--- src/bphc_pkg.sv ---
// Package for the button press/hold classifier: field widths, codes,
// register reset values and the press state type. No dependencies.
package bphc_pkg;

   // Fixed field widths of the request, response and register port
   localparam int LEVEL_BITS     = 12;
   localparam int INDEX_BITS     = 4;
   localparam int HOLD_BITS      = 16;
   localparam int STEP_BITS      = 8;
   localparam int STATE_BITS     = 2;
   localparam int CSR_INDEX_BITS = 2;
   localparam int CSR_DATA_BITS  = 16;

   // Request modes
   localparam logic MODE_TICK = 1'b0;
   localparam logic MODE_READ = 1'b1;

   // Register indexes
   localparam logic [CSR_INDEX_BITS-1:0] CSR_HOLD_LIMIT = 2'd0;
   localparam logic [CSR_INDEX_BITS-1:0] CSR_TICK_STEP  = 2'd1;

   // Register reset values
   localparam logic [HOLD_BITS-1:0] HOLD_LIMIT_RESET = 16'd250;
   localparam logic [STEP_BITS-1:0] TICK_STEP_RESET  = 8'd5;

   // Per-button classification
   typedef enum logic [STATE_BITS-1:0] {
      PRESS_RELEASED = 2'd0,
      PRESS_NEW      = 2'd1,
      PRESS_HELD     = 2'd2
   } press_type;

   // Per-lane strobes from the top level
   typedef struct packed {
      logic tick;     // sample tick accepted this cycle
      logic consume;  // read of a new press accepted for this lane
   } lane_ctl_type;

endpackage

--- src/bphc_lane.sv ---
// One button lane: saturating hold timer and press state.
// Depends on bphc_pkg.
module bphc_lane #(
   parameter int TIMER_BITS = 16
) (
   input  logic                               clock,
   input  logic                               reset,
   input  bphc_pkg::lane_ctl_type             ctl,
   input  logic                               level,
   input  logic                               prev_level,
   input  logic [bphc_pkg::HOLD_BITS-1:0]     hold_limit,
   input  logic [bphc_pkg::STEP_BITS-1:0]     tick_step,
   output bphc_pkg::press_type                state
);

   localparam int CMP_BITS = (TIMER_BITS > bphc_pkg::HOLD_BITS) ?
                             TIMER_BITS : bphc_pkg::HOLD_BITS;

   logic [TIMER_BITS-1:0]   timer_ff, timer_in;
   bphc_pkg::press_type     state_ff, state_in;
   logic [TIMER_BITS:0]     timer_sum;
   logic [TIMER_BITS-1:0]   timer_sat;
   logic                    over_limit;

   // Advance the timer, saturating at all ones
   assign timer_sum  = {1'b0, timer_ff} + (TIMER_BITS+1)'(tick_step);
   assign timer_sat  = timer_sum[TIMER_BITS] ? '1 : timer_sum[TIMER_BITS-1:0];
   assign over_limit = CMP_BITS'(timer_sat) > CMP_BITS'(hold_limit);

   // Classify on a tick, drop a new press once it has been read
   always_comb begin
      timer_in = timer_ff;
      state_in = state_ff;
      if (ctl.tick) begin
         if (!level) begin
            timer_in = '0;
            state_in = bphc_pkg::PRESS_RELEASED;
         end else if (!prev_level) begin
            timer_in = timer_sat;
            state_in = bphc_pkg::PRESS_NEW;
         end else begin
            timer_in = timer_sat;
            if (over_limit) begin
               state_in = bphc_pkg::PRESS_HELD;
            end
         end
      end else if (ctl.consume) begin
         state_in = bphc_pkg::PRESS_RELEASED;
      end
   end

   always_ff @(posedge clock) begin
      if (reset) begin
         timer_ff <= '0;
         state_ff <= bphc_pkg::PRESS_RELEASED;
      end else begin
         timer_ff <= timer_in;
         state_ff <= state_in;
      end
   end

   assign state = state_ff;

endmodule

--- src/bphc_merge.sv ---
// Merge stage: picks the addressed lane's state for a read request and
// holds it in an output register backed by a skid register. Depends on bphc_pkg.
module bphc_merge #(
   parameter int NUM_BUTTONS = 12
) (
   input  logic                                clock,
   input  logic                                reset,
   input  logic                                rd_valid,
   input  logic [bphc_pkg::INDEX_BITS-1:0]     rd_index,
   input  bphc_pkg::press_type                 lane_state [NUM_BUTTONS],
   input  logic                                rsp_stall,
   output logic                                rsp_valid,
   output logic [bphc_pkg::INDEX_BITS-1:0]     rsp_read_index,
   output logic [bphc_pkg::STATE_BITS-1:0]     rsp_press_state,
   output logic                                skid_full
);

   logic                                 out_valid_ff, out_valid_in;
   logic [bphc_pkg::INDEX_BITS-1:0]      out_index_ff, out_index_in;
   logic [bphc_pkg::STATE_BITS-1:0]      out_state_ff, out_state_in;
   logic                                 skid_valid_ff, skid_valid_in;
   logic [bphc_pkg::INDEX_BITS-1:0]      skid_index_ff, skid_index_in;
   logic [bphc_pkg::STATE_BITS-1:0]      skid_state_ff, skid_state_in;
   logic [bphc_pkg::STATE_BITS-1:0]      sel_state;
   logic                                 out_take;

   // Select the addressed lane; an index past the last lane reads released
   always_comb begin
      sel_state = bphc_pkg::PRESS_RELEASED;
      for (int i = 0; i < NUM_BUTTONS; i++) begin
         if (32'(rd_index) == i) begin
            sel_state = lane_state[i];
         end
      end
   end

   assign out_take = out_valid_ff && !rsp_stall;

   // Refill the output register from the skid first, else from a new read
   always_comb begin
      out_valid_in  = out_valid_ff;
      out_index_in  = out_index_ff;
      out_state_in  = out_state_ff;
      skid_valid_in = skid_valid_ff;
      skid_index_in = skid_index_ff;
      skid_state_in = skid_state_ff;
      if (!out_valid_ff || out_take) begin
         if (skid_valid_ff) begin
            out_valid_in  = 1'b1;
            out_index_in  = skid_index_ff;
            out_state_in  = skid_state_ff;
            skid_valid_in = 1'b0;
         end else begin
            out_valid_in = rd_valid;
            out_index_in = rd_index;
            out_state_in = sel_state;
         end
      end else if (rd_valid) begin
         skid_valid_in = 1'b1;
         skid_index_in = rd_index;
         skid_state_in = sel_state;
      end
   end

   always_ff @(posedge clock) begin
      if (reset) begin
         out_valid_ff  <= 1'b0;
         skid_valid_ff <= 1'b0;
      end else begin
         out_valid_ff  <= out_valid_in;
         skid_valid_ff <= skid_valid_in;
      end
   end

   always_ff @(posedge clock) begin
      out_index_ff  <= out_index_in;
      out_state_ff  <= out_state_in;
      skid_index_ff <= skid_index_in;
      skid_state_ff <= skid_state_in;
   end

   assign rsp_valid       = out_valid_ff;
   assign rsp_read_index  = out_index_ff;
   assign rsp_press_state = out_state_ff;
   assign skid_full       = skid_valid_ff;

endmodule

--- src/button_press_hold_classifier.sv ---
// Top level of the button press/hold classifier: register port, lanes
// and merge stage. Depends on bphc_pkg, bphc_lane and bphc_merge.
//
// Usage:
//  - Request channel (req_valid/req_stall): req_mode 0 is a sample tick that
//    carries all button levels; req_mode 1 reads the state of button
//    req_button_index. A tick gives no response; a read gives exactly one.
//  - Response channel (rsp_valid/rsp_stall): rsp_read_index echoes the index,
//    rsp_press_state is 0 released/consumed, 1 new press, 2 held.
//  - Register port (csr_valid/csr_ready): index 0 hold limit, 1 tick step.
//    csr_ready is always high; write only while the block is idle.
//  - Throughput: one request per cycle while req_stall is low. Every button
//    lane updates in parallel in the cycle of acceptance; a read response is
//    registered in the output register, or in the skid register while that is held.
//  - Reset clears all timers, states, previous levels and the output and skid
//    valid flags, and restores the register defaults (250 and 5).
//  - When the receiver stalls, the response holds and a second read is caught
//    in a skid register; req_stall rises only while that skid register is full.
module button_press_hold_classifier #(
   parameter int NUM_BUTTONS = 12,
   parameter int TIMER_BITS  = 16
) (
   input  logic                                    clock,
   input  logic                                    reset,
   input  logic                                    req_valid,
   output logic                                    req_stall,
   input  logic                                    req_mode,
   input  logic [bphc_pkg::LEVEL_BITS-1:0]         req_button_levels,
   input  logic [bphc_pkg::INDEX_BITS-1:0]         req_button_index,
   output logic                                    rsp_valid,
   input  logic                                    rsp_stall,
   output logic [bphc_pkg::INDEX_BITS-1:0]         rsp_read_index,
   output logic [bphc_pkg::STATE_BITS-1:0]         rsp_press_state,
   input  logic                                    csr_valid,
   output logic                                    csr_ready,
   input  logic [bphc_pkg::CSR_INDEX_BITS-1:0]     csr_index,
   input  logic [bphc_pkg::CSR_DATA_BITS-1:0]      csr_wdata
);

   logic [bphc_pkg::HOLD_BITS-1:0]   hold_limit_ff, hold_limit_in;
   logic [bphc_pkg::STEP_BITS-1:0]   tick_step_ff, tick_step_in;
   logic [bphc_pkg::LEVEL_BITS-1:0]  prev_levels_ff, prev_levels_in;
   logic                             req_accept;
   logic                             tick_accept;
   logic                             read_accept;
   logic                             skid_full;
   bphc_pkg::press_type              lane_state [NUM_BUTTONS];

   assign csr_ready   = 1'b1;
   assign req_stall   = skid_full;
   assign req_accept  = req_valid && !req_stall;
   assign tick_accept = req_accept && (req_mode == bphc_pkg::MODE_TICK);
   assign read_accept = req_accept && (req_mode == bphc_pkg::MODE_READ);

   // Decode register writes
   always_comb begin
      hold_limit_in = hold_limit_ff;
      tick_step_in  = tick_step_ff;
      if (csr_valid && csr_ready) begin
         unique case (csr_index)
            bphc_pkg::CSR_HOLD_LIMIT: hold_limit_in = csr_wdata;
            bphc_pkg::CSR_TICK_STEP:  tick_step_in  = csr_wdata[bphc_pkg::STEP_BITS-1:0];
            default: ;
         endcase
      end
   end

   // Latch levels on every tick for edge detection
   assign prev_levels_in = tick_accept ? req_button_levels : prev_levels_ff;

   always_ff @(posedge clock) begin
      if (reset) begin
         hold_limit_ff  <= bphc_pkg::HOLD_LIMIT_RESET;
         tick_step_ff   <= bphc_pkg::TICK_STEP_RESET;
         prev_levels_ff <= '0;
      end else begin
         hold_limit_ff  <= hold_limit_in;
         tick_step_ff   <= tick_step_in;
         prev_levels_ff <= prev_levels_in;
      end
   end

   // One lane per button; buttons past the level field always read released
   for (genvar i = 0; i < NUM_BUTTONS; i++) begin : g_lane
      bphc_pkg::lane_ctl_type ctl;
      logic                   level;
      logic                   prev_level;

      if (i < bphc_pkg::LEVEL_BITS) begin : g_wired
         assign level      = req_button_levels[i];
         assign prev_level = prev_levels_ff[i];
      end else begin : g_unwired
         assign level      = 1'b0;
         assign prev_level = 1'b0;
      end

      assign ctl.tick    = tick_accept;
      assign ctl.consume = read_accept && (32'(req_button_index) == i) &&
                           (lane_state[i] == bphc_pkg::PRESS_NEW);

      bphc_lane #(
         .TIMER_BITS (TIMER_BITS)
      ) u_lane (
         .clock      (clock),
         .reset      (reset),
         .ctl        (ctl),
         .level      (level),
         .prev_level (prev_level),
         .hold_limit (hold_limit_ff),
         .tick_step  (tick_step_ff),
         .state      (lane_state[i])
      );
   end

   // Pick the addressed lane and hold the response
   bphc_merge #(
      .NUM_BUTTONS (NUM_BUTTONS)
   ) u_merge (
      .clock           (clock),
      .reset           (reset),
      .rd_valid        (read_accept),
      .rd_index        (req_button_index),
      .lane_state      (lane_state),
      .rsp_stall       (rsp_stall),
      .rsp_valid       (rsp_valid),
      .rsp_read_index  (rsp_read_index),
      .rsp_press_state (rsp_press_state),
      .skid_full       (skid_full)
   );

endmodule
--- config.mk ---
export PLATFORM = sky130hd
export DESIGN_NAME = button_press_hold_classifier
export DESIGN_NICKNAME = d
export VERILOG_FILES = /design/src/bphc_pkg.sv /design/src/bphc_lane.sv /design/src/bphc_merge.sv /design/src/button_press_hold_classifier.sv
export SDC_FILE = /design/constraint.sdc
export NUM_CORES = 1
export LEC_CHECK = 0
export ABC_AREA = 1
export ABC_CLOCK_PERIOD_IN_PS = 3650
export BUFFER_PORTS_ARGS = -buffer_cell sky130_fd_sc_hd__buf_2
export CORE_MARGIN = 4
export CORE_UTILIZATION = 45
export CTS_CLUSTER_DIAMETER = 100
export DETAILED_ROUTE_END_ITERATION = 10
export PLACE_DENSITY = 0.62
export SYNTH_ARGS = -nofsm -noshare
export SYNTH_HDL_FRONTEND = slang
export SYNTH_HIERARCHICAL = 1
export SYNTH_SLANG_ARGS = --single-unit
--- constraint.sdc ---
create_clock -name clock -period 3.65 [get_ports clock]
set_input_delay 0.1825 -clock clock [delete_from_list [all_inputs] [get_ports clock]]
set_output_delay 0.1825 -clock clock [all_outputs]
set_load 0.01 [all_outputs]
* Word-level counts from Yosys, hierarchy flattened
Index checks and enable logic that the tools add are counted.
** Cells by class
- Mux-type cells :: 99
- Reductions and logical operators :: 62
- $add $sub $neg :: 12
- Bitwise gates (word level) :: 2
- Equality and inequality tests :: 36
- Magnitude comparators :: 12
** Operator list (count)
- two-way mux 16 bit :: 24
- adder 16 x 8 -> 17 bit :: 12
- > comparator 16 bit :: 12
- two-way mux 2 bit :: 73
- != test 4 x 3 -> 1 bit, second input constant :: 12
- AND reduction 2 bit :: 15
- logical AND 1 bit :: 28
- == test 2 x 1 -> 1 bit, second input constant :: 13
- nonzero test 2 bit :: 12
- == test 4 x 3 -> 1 bit, second input constant :: 4
- == test 4 bit, second input constant :: 4
- == test 4 x 2 -> 1 bit, second input constant :: 2
- == test 4 x 1 -> 1 bit, second input constant :: 1
- logical NOT 4 bit :: 1
- two-way mux 4 bit :: 1
- logical NOT 1 bit :: 3
- logical NOT 2 bit :: 1
- NOT 1 bit :: 2
- OR reduction 2 bit :: 1
- logical OR 1 bit :: 1
- two-way mux 1 bit :: 1
** Storage, ports and cells
- Output and inout port bits :: 9
- Input port bits :: 40
- Register bits after elaboration :: 266
- Word-level logic and storage cells :: 256

* Longest topological paths before layout
Gate-level depths: netlist of run 1.
- Depth after elaboration :: 14
- Gate-level depth with buffers :: 21
- Mapped depth without buffers :: 21

* By module
The synthesis of run 1 kept the hierarchy.
** Modules (own cells, without submodules)
- bphc_lane at g_lane[11].u_lane ... :: sequential area each 360.3 um^2, instances 8, cells each 308, area an instance 2080.7 um^2
- bphc_lane at g_lane[0].u_lane ... :: sequential area each 360.3 um^2, instances 4, cells each 307, area an instance 2080.7 um^2
- button_press_hold_classifier :: sequential area each 720.7 um^2, instances 1, cells each 269, area an instance 1769.2 um^2
- bphc_merge :: sequential area each 400.4 um^2, instances 1, cells each 102, area an instance 797.0 um^2

* Least setup slack after synthesis of run 1
OpenSTA, ideal clock, no wires.
- Path kind :: reg2reg
- From :: register tick_step_ff[1] in the netlist's numbering
- To :: register g_lane[1].u_lane.state_ff[0]
- Library setup time :: 0.073 ns
- Path slack :: 0.586 ns
- Stages on the path, launching flop included :: 19
- Required time :: 3.577 ns
- Clock period less this slack :: 3.064 ns
- Path buffers :: 1
- Data arrival time :: 2.991 ns
- Path through :: dfxtp_1 fa_1 nand2_1 nand2_1 nand4_4 nand2_4 nand3_4 buf_12 nand3_4 ha_1 nand2_1 inv_1 o21ai_0 a21oi_1 nor2_1 nand2_1 nand2_1 nand2_1 a21oi_1
** Between the ends
- Longest elaborated chain between the ends :: 5
** Ends and longest elaborated chain
- start: declaration :: RTL line button_press_hold_classifier.sv:41 : logic [bphc_pkg::STEP_BITS-1:0] tick_step_ff, tick_step_in;
- start signal: assignment :: RTL line button_press_hold_classifier.sv:74 : tick_step_ff <= bphc_pkg::TICK_STEP_RESET;
- start signal: assignment :: RTL line button_press_hold_classifier.sv:78 : tick_step_ff <= tick_step_in;
- adder 16 x 8 -> 17 bit :: RTL line bphc_lane.sv:26 : assign timer_sum = {1'b0, timer_ff} + (TIMER_BITS+1)'(tick_step);
- two-way mux 16 bit :: RTL line bphc_lane.sv:27 : assign timer_sat = timer_sum[TIMER_BITS] ? '1 : timer_sum[TIMER_BITS-1:0];
- > comparator 16 bit :: RTL line bphc_lane.sv:28 : assign over_limit = CMP_BITS'(timer_sat) > CMP_BITS'(hold_limit);
- != test 4 x 3 -> 1 bit (no source line)
- AND reduction 2 bit (no source line)
- end signal: assignment :: RTL line bphc_lane.sv:55 : state_ff <= bphc_pkg::PRESS_RELEASED;
- end signal: assignment :: RTL line bphc_lane.sv:58 : state_ff <= state_in;
- end: declaration :: RTL line bphc_lane.sv:20 : bphc_pkg::press_type state_ff, state_in;
Every way passes these cells.
A chain may end at the register's enable or synchronous reset.

* Worst setup path in the final report of run 1
- From :: register tick_step_ff[1] in the netlist's numbering
- To :: register g_lane[3].u_lane.state_ff[0]
** Between the ends
- Longest elaborated chain between the ends :: 5
** Ends and longest elaborated chain (RTL line)
- adder 16 x 8 -> 17 bit :: bphc_lane.sv:26
- two-way mux 16 bit :: bphc_lane.sv:27
- > comparator 16 bit :: bphc_lane.sv:28
- != test 4 x 3 -> 1 bit (no source line)
- AND reduction 2 bit (no source line)
- end signal: assignment :: bphc_lane.sv:55
- end signal: assignment :: bphc_lane.sv:58
- end: declaration :: bphc_lane.sv:20
Every way passes these cells.

==> impl_metrics.yaml, run 1 <==
setup_path:
  slowest_stage: "dfxtp_2"
  cp.arrival_ps: 3680
  worstSetupStartpointType: "flop"
  crit_required_ps: 4050
  end_kind: "flop"
  r2r_end: "g_lane[3].u_lane/state[0]$_SDFFE_PP0P_"
  r2r_cells: 17
  cpPeakStageDelay_ps: 470
  cpMostUsedCell: "nand2_1"
  rrSetupSlack_ps: 370
  reg2reg_from: "tick_step_ff[1]$_SDFFE_PP0P_"
  cp_cell_sequence: "buf_12 > fa_1 > nand2_1 > nand2_1 > nand4_4 > nand2_4 > nand3_4 > buf_4 > nand3_4 > ha_1 > nand4_1 > nor3_1 > nand2_1 > nand2_1 > nand2_1 > nand2_1 > a21oi_1"
  timing_worst_setup_path_type: "reg -> reg"
  cpLargestDelayFamily: "simple AND/OR/NAND/NOR gates"
  crit_buf_inv: 2
  cp_max_fo: 11
routing:
  vias_per_cell: 5.01
  routed.top_layer: "met4"
  wl_mm: 76.9
  wl_met2_mm: 33.1
  initialDrtViolationCount: 1595
  drc: 0
  drt_pass1_iterations: 6
  drtAntennaViolNets: 0
  wl_met1_mm: 37.5
  dr_wl_met3_mm: 4.03
  wire_per_inst_um: 15.5
  via_count: 24900
final_layout:
  multi_input_area_um2: 18800
  fin_area_um2: 30300
  post_layout_nonfiller_instances: 4977
  drive_gt1_share_pct: 17.0
  antennaDiodeCount: 0
  area_growth_pct: 10.1
  final_nets: 4506
  fillCellCount: 6070
  ff_latch_area_um2: 5450
  utilization_pct: 50.1
timing:
  setup_ws_ps: 367
  slew_viol_final: 0
  fin_setup_tns_ps: 0
  clock.fmax_mhz: 305
  post-route-period-util_pct: 89.9
  rsz0062_at_grt: "false"
  slew_headroom_pct: 36.3
  worst_pin_slew_ps: 954
  fin_skew_ps: 18.1
  period_needed_ps: 3280
  finalHoldViolations: 0
  worst_hold_slack_ps: 68.7
  setup_viol: 0
pwr:
  cellLeakagePower_nw: 15.6
  peakVddDrop_v: 0.000329
  powerDensity_nw_per_um2: 279
  total_power_mw: 8.46
clocking:
  clk_pin_slew_ps: 60
  clkSinkCount: 266
  htreeDepth: 2
  numCtsBuffers: 37
  cts_repair_resize_count: 0
  tritoncts: "built"
  clock_path_buffers: 3
  postCtsSetupRepairBufs: 0
  root_buffer: "clkbuf_16"
  insertion_delay_ps: 570
place:
  dp_cells: 4875
  portBuffers: 47
  dp_slack_ps: 377
  gp_congestion: 0.905
  hpwl_mm: 56.5
  placed_cell_area_um2: 28600
hold_path:
  holdPathEnd: "tick_step_ff[2]$_SDFFE_PP1P_"
  hold_class: "in -> reg"
  hold_path_startpoint: "csr_index[1]"
  worstHoldPathCells: 4
synthesis:
  synth_common_cells: "nand2_1 (1205), inv_1 (655), nor2_1 (292), ha_1 (288), nand3_1 (258)"
  synth_area_um2: 27500
  yosys.cell_types.count: 42
  avgSynthCellArea_um2: 6.78
  syn_nets: 4403
  synthArstFlopShare_pct: 0
  synth_most_common_cell: "nand2_1"
  yosys.area.top_type_share_pct: 18.5
  ys_seq_area_share_pct: 19.8
  synth_warnings: 6
  yosys_most_used_dff: "dfxtp_1"
  synthCells: 4063
  synth_largest_area_cell: "dfxtp_1"
  synth_edf_count: 12
  yosys-top-cells-area: "dfxtp_1 (18%), nand2_1 (16%), ha_1 (13%)"
  ys_ff_latch: 266
die:
  initial_utilization_pct: 45.5
  die_h_um: 255
  io_pins: 49
  rows: 90
  dieArea_um2: 65200
  chipWidth_um: 255
  core_um2: 60500
grt:
  grt_overflow: 0
  grt_max_degree: 150
  antenna_found_initial: 2
  grt_pass1_wl_mm: 123
  grt_pass1_vias: 22800
  grt_usage_pct: 23.1
run:
  cap_violations: 0
run_status:
  status: "complete, no violations"
## routing by layer
metal | vias to the layer above | track usage (%)
met5 | - | 0
met3 | 103 | 2.47
met2 | 482 | 36.8
met1 | 11200 | 33.0
met4 | 0 | 6.88
li1 | 13100 | -
## state kept, by name, indices dropped and copies added (netlist names)
register / flops
g_lane.u_lane/state: 24
g_lane.u_lane/timer_ff: 192
hold_limit_ff: 16
prev_levels_ff: 12
tick_step_ff: 8
u_merge/rsp_press_state: 2
u_merge/rsp_read_index: 4
u_merge/rsp_valid: 1
u_merge/skid_full: 1
u_merge/skid_index_ff: 4
u_merge/skid_state_ff: 2
## tightest hold or removal path: cells and delay by family
kind	cells	cell delay, ps
buffers and inverters	2	200
AND/OR/NAND/NOR	2	200
## layout by cell type, fill, tap and decap left out, types with 51 or more instances in the layout
cell type  count
a21oi_1      198
a21oi_2      132
buf_4         51
dfxtp_1      253
ha_1         288
inv_1        654
nand2_1     1205
nand2_2      134
nand3_1      258
nand3_4      133
nor2_1       292
o21ai_0       72
## where the power goes
| group | switching (mW) | internal (mW) |
|---|---|---|
| sequential | 0.0724 | 2.99 |
| clock | 1.52 | 2.52 |
| combinational | 0.871 | 0.483 |
## cells by family (layout without fill, tap and decap cells)
kind of cell | count (synthesis) | after routing | synth area share, %
adders and majority gates | 300 | 300 | 14.0
other | 1 | 1 | 0.0136
AOI/OAI and AO/OA | 453 | 453 | 10.7
and+or+nand+nor | 2260 | 2260 | 43.5
buffers and inverters | 783 | 915 | 12.1
DFF | 266 | 266 | 19.8
## what timing repair did
| item | 4_1_cts | 5_1_grt |
|---|---|---|
| endpoints found under the hold margin | 71 | 0 |
| setup endpoints to repair | 0 | 0 |
| hold buffers | 34 | 0 |
## area by class of cell
cell class | count | share of cell area [%]
Clock inverter | 19 | 0.855
Multi-Input combinational cell | 3014 | 61.9
Inverter | 709 | 8.83
Sequential cell | 266 | 18.0
Tap cell | 782 | 3.23
Clock buffer | 49 | 3.58
Timing Repair Buffer | 138 | 3.59
## worst max path at each step
stage	startpoint	end	slack [ps]	depth (start not counted)
6_report	tick_step_ff[1]$_SDFFE_PP0P_	g_lane[3].u_lane/state[0]$_SDFFE_PP0P_	370	17
3_5_place_dp	tick_step_ff[1]$_SDFFE_PP0P_	g_lane[3].u_lane/state[0]$_SDFFE_PP0P_	380	17
5_1_grt	tick_step_ff[1]$_SDFFE_PP0P_	g_lane[0].u_lane/state[0]$_SDFFE_PP0P_	100	21
4_1_cts	tick_step_ff[1]$_SDFFE_PP0P_	g_lane[3].u_lane/state[0]$_SDFFE_PP0P_	350	17
3_3_place_gp	tick_step_ff[1]$_SDFFE_PP0P_	g_lane[3].u_lane/state[0]$_SDFFE_PP0P_	430	17
2_1_floorplan	tick_step_ff[1]$_SDFFE_PP0P_	g_lane[1].u_lane/state[0]$_SDFFE_PP0P_	590	18
Note: power is estimated with default switching activity, not from simulation.
==> run 2, diff against run 1 <==
==> constraint.sdc (replaced) <==
create_clock -name clock -period 3.65 [get_ports clock]
set_input_delay 0.5475 -clock clock [delete_from_list [all_inputs] [get_ports clock]]
set_output_delay 0.5475 -clock clock [all_outputs]
set_load 0.01 [all_outputs]
==> run 2 against run 1 <==
  * Cell area decreased by 1.4%
  * Fmax decreased by 2.3%
  * Non-clock buffer count decreased by 30
  * First-iteration DRC count increased by 0.63%
  * Worst hold slack improved by 170 ps
  * Register-to-register slack got worse by 80 ps
  * Global-route usage increased by 0.19 points
  * Sequential cell count unchanged
  * Via count decreased by 0.93%
  * Power decreased by 3.1%
  * Clock skew decreased by 3.8 ps
  * Clock power decreased by 5.9%
  * Critical endpoint unchanged
  * Largest cell class unchanged
==> impl_metrics.yaml, run 2 (synthesized netlist as in run 1, its figures left out) <==
run_status:
  status: "complete, no violations"
setup_path:
  slowest_stage: "fa_1"
  cpPeakStageDelay_ps: 400
  rrSetupSlack_ps: 290
  r2r_cells: 22
  cp_cell_sequence: "buf_4 > ha_1 > fa_1 > nand2_1 > nand2_1 > nand4_4 > nand2_4 > nand3_4 > inv_1 > or2_2 > ha_1 > inv_1 > o21bai_1 > nand2_1 > nand2_1 > nand2_1 > nand2_1 > nand2_1 > nand2_1 > nand2_1 > nand2_1 > a21oi_1"
  worstSetupStartpointType: "flop"
  end_kind: "flop"
  cp_max_fo: 8
  cp.arrival_ps: 3760
  r2r_end: "g_lane[3].u_lane/state[0]$_SDFFE_PP0P_"
  crit_required_ps: 4050
  cpMostUsedCell: "nand2_1"
  reg2reg_from: "tick_step_ff[0]$_SDFFE_PP1P_"
  timing_worst_setup_path_type: "reg -> reg"
grt:
  antenna_found_initial: 3
  grt_pass1_wl_mm: 124
  use_met1_pct: 33.3
  grt_pass1_vias: 23000
  met2_usage_pct: 37.7
  grt_util_met3_pct: 2.52
  grt_busiest_layer: "met2"
  grt_usage_pct: 23.3
  grt_overflow: 0
  grt_max_degree: 151
clocking:
  cts_repair_resize_count: 0
  numCtsBuffers: 38
  cts_hold_buf: 0
  clkSinkCount: 266
  tritoncts: "built"
  htreeDepth: 2
  clock_path_buffers: 3
  insertion_delay_ps: 570
  root_buffer: "clkbuf_16"
  postCtsSetupRepairBufs: 0
  clk_pin_slew_ps: 60
place:
  hpwl_mm: 56.6
  gp_congestion: 0.902
  portBuffers: 47
  dp_slack_ps: 349
  placed_cell_area_um2: 28600
routing:
  wire_per_inst_um: 15.6
  drc: 0
  wl_mm: 77.2
  drtAntennaViolNets: 0
  initialDrtViolationCount: 1605
  vias_per_cell: 4.99
  drt_pass1_iterations: 5
  via_count: 24700
pwr:
  powerDensity_nw_per_um2: 274
  power.switching_mw: 2.43
  share_comb_of_total_power_pct: 16.3
  peakVddDrop_v: 0.000302
  p_clk_share_pct: 46.4
  total_power_mw: 8.20
  cellLeakagePower_nw: 15.5
  p_seq_share_pct: 37.4
  switching_share_pct: 29.6
  intPower_mw: 5.77
final_layout:
  fin_area_um2: 29900
  layout_common_cells: "nand2_1 (1205), inv_1 (654), nor2_1 (292), ha_1 (288), nand3_1 (258)"
  antennaDiodeCount: 0
  drive_gt1_share_pct: 17.1
  layout_commonest_cell: "nand2_1"
  regMostFlops: "g_lane.u_lane/timer_ff"
  final_nets: 4477
  fillCellCount: 6061
  largest_reg_flops: 192
  area_growth_pct: 8.55
die:
  core_um2: 60500
  io_pins: 49
  initial_utilization_pct: 45.5
  dieArea_um2: 65200
  chipWidth_um: 255
  die_h_um: 255
  rows: 90
hold_path:
  holdPathEnd: "tick_step_ff[5]$_SDFFE_PP0P_"
  hold_path_startpoint: "csr_wdata[5]"
  worstHoldPathCells: 3
  hold_class: "in -> reg"
timing:
  setup_ws_ps: 290
  post-route-period-util_pct: 92.1
  period_needed_ps: 3360
  clock.fmax_mhz: 298
  fin_skew_ps: 14.3
  rsz0062_at_grt: "false"
  setup_viol: 0
  worst_pin_slew_ps: 1090
  finalHoldViolations: 0
  slew_headroom_pct: 27.3
  fin_setup_tns_ps: 0
  slew_viol_final: 0
run:
  cap_violations: 0
==> run 2: cell type report <==
cell class / count / area, um^2 / share of cell area (%)
multi-input cells: 3014 / 18800 / 62.8
well taps: 782 / 978 / 3.27
clock buffers: 54 / 1150 / 3.83
inverters: 709 / 2680 / 8.95
flip-flops and latches: 266 / 5450 / 18.2
repair buffers: 108 / 753 / 2.52
clock inverters: 13 / 119 / 0.398
==> run 2: worst max-delay path by stage <==
| stage | start | slack (ps) | depth (start not counted) | end |
|---|---|---|---|---|
| after floorplan | tick_step_ff[1]$_SDFFE_PP0P_ | 590 | 18 | g_lane[1].u_lane/state[0]$_SDFFE_PP0P_ |
| final | tick_step_ff[0]$_SDFFE_PP1P_ | 290 | 22 | g_lane[3].u_lane/state[0]$_SDFFE_PP0P_ |
| after CTS | tick_step_ff[0]$_SDFFE_PP1P_ | 310 | 22 | g_lane[3].u_lane/state[0]$_SDFFE_PP0P_ |
| after detailed placement | tick_step_ff[0]$_SDFFE_PP1P_ | 350 | 22 | g_lane[7].u_lane/state[0]$_SDFFE_PP0P_ |
| after global routing | tick_step_ff[0]$_SDFFE_PP1P_ | 50 | 22 | g_lane[8].u_lane/state[0]$_SDFFE_PP0P_ |
| after global placement | tick_step_ff[0]$_SDFFE_PP1P_ | 410 | 22 | g_lane[7].u_lane/state[0]$_SDFFE_PP0P_ |
==> run 2: power groups by stage <==
stage | clock network (mW) | registers [mW] | logic (mW)
CTS | 3.90 | 3.06 | 1.34
detailed placement | 0 | 3.12 | 1.32
global placement | 0 | 3.12 | 1.32
floorplan | 0 | 3.11 | 0.918
global route | 4.01 | 3.07 | 1.51
finish | 3.80 | 3.06 | 1.33
==> run 2: metrics by stage <==
step                hold WS (ps)  instances  utilization, %
finish                       242       4946            49.4
detailed placement           449       4879            47.3
global placement             444       4879            47.3
floorplan                    439       4063               -
CTS                          217       4946            49.4
global route                 244       4946            49.4
==> run 2: metal layers <==
layer / part of all wire (%) / vias up
met1: 48 / 11000
met5: 0.017 / -
li1: - / 13100
met3: 5.7 / 100
met2: 44 / 466
met4: 2.3 / 2
==> run 2: worst max-delay path: cells and delay by family, from the launching register on <==
family / cells / cell delay, ps
flip-flops: 1 / 370
AND/OR/NAND/NOR: 14 / 1360
adder cells (fa/ha/maj): 3 / 940
AO/OA/AOI/OAI: 2 / 160
buffers and inverters: 3 / 360
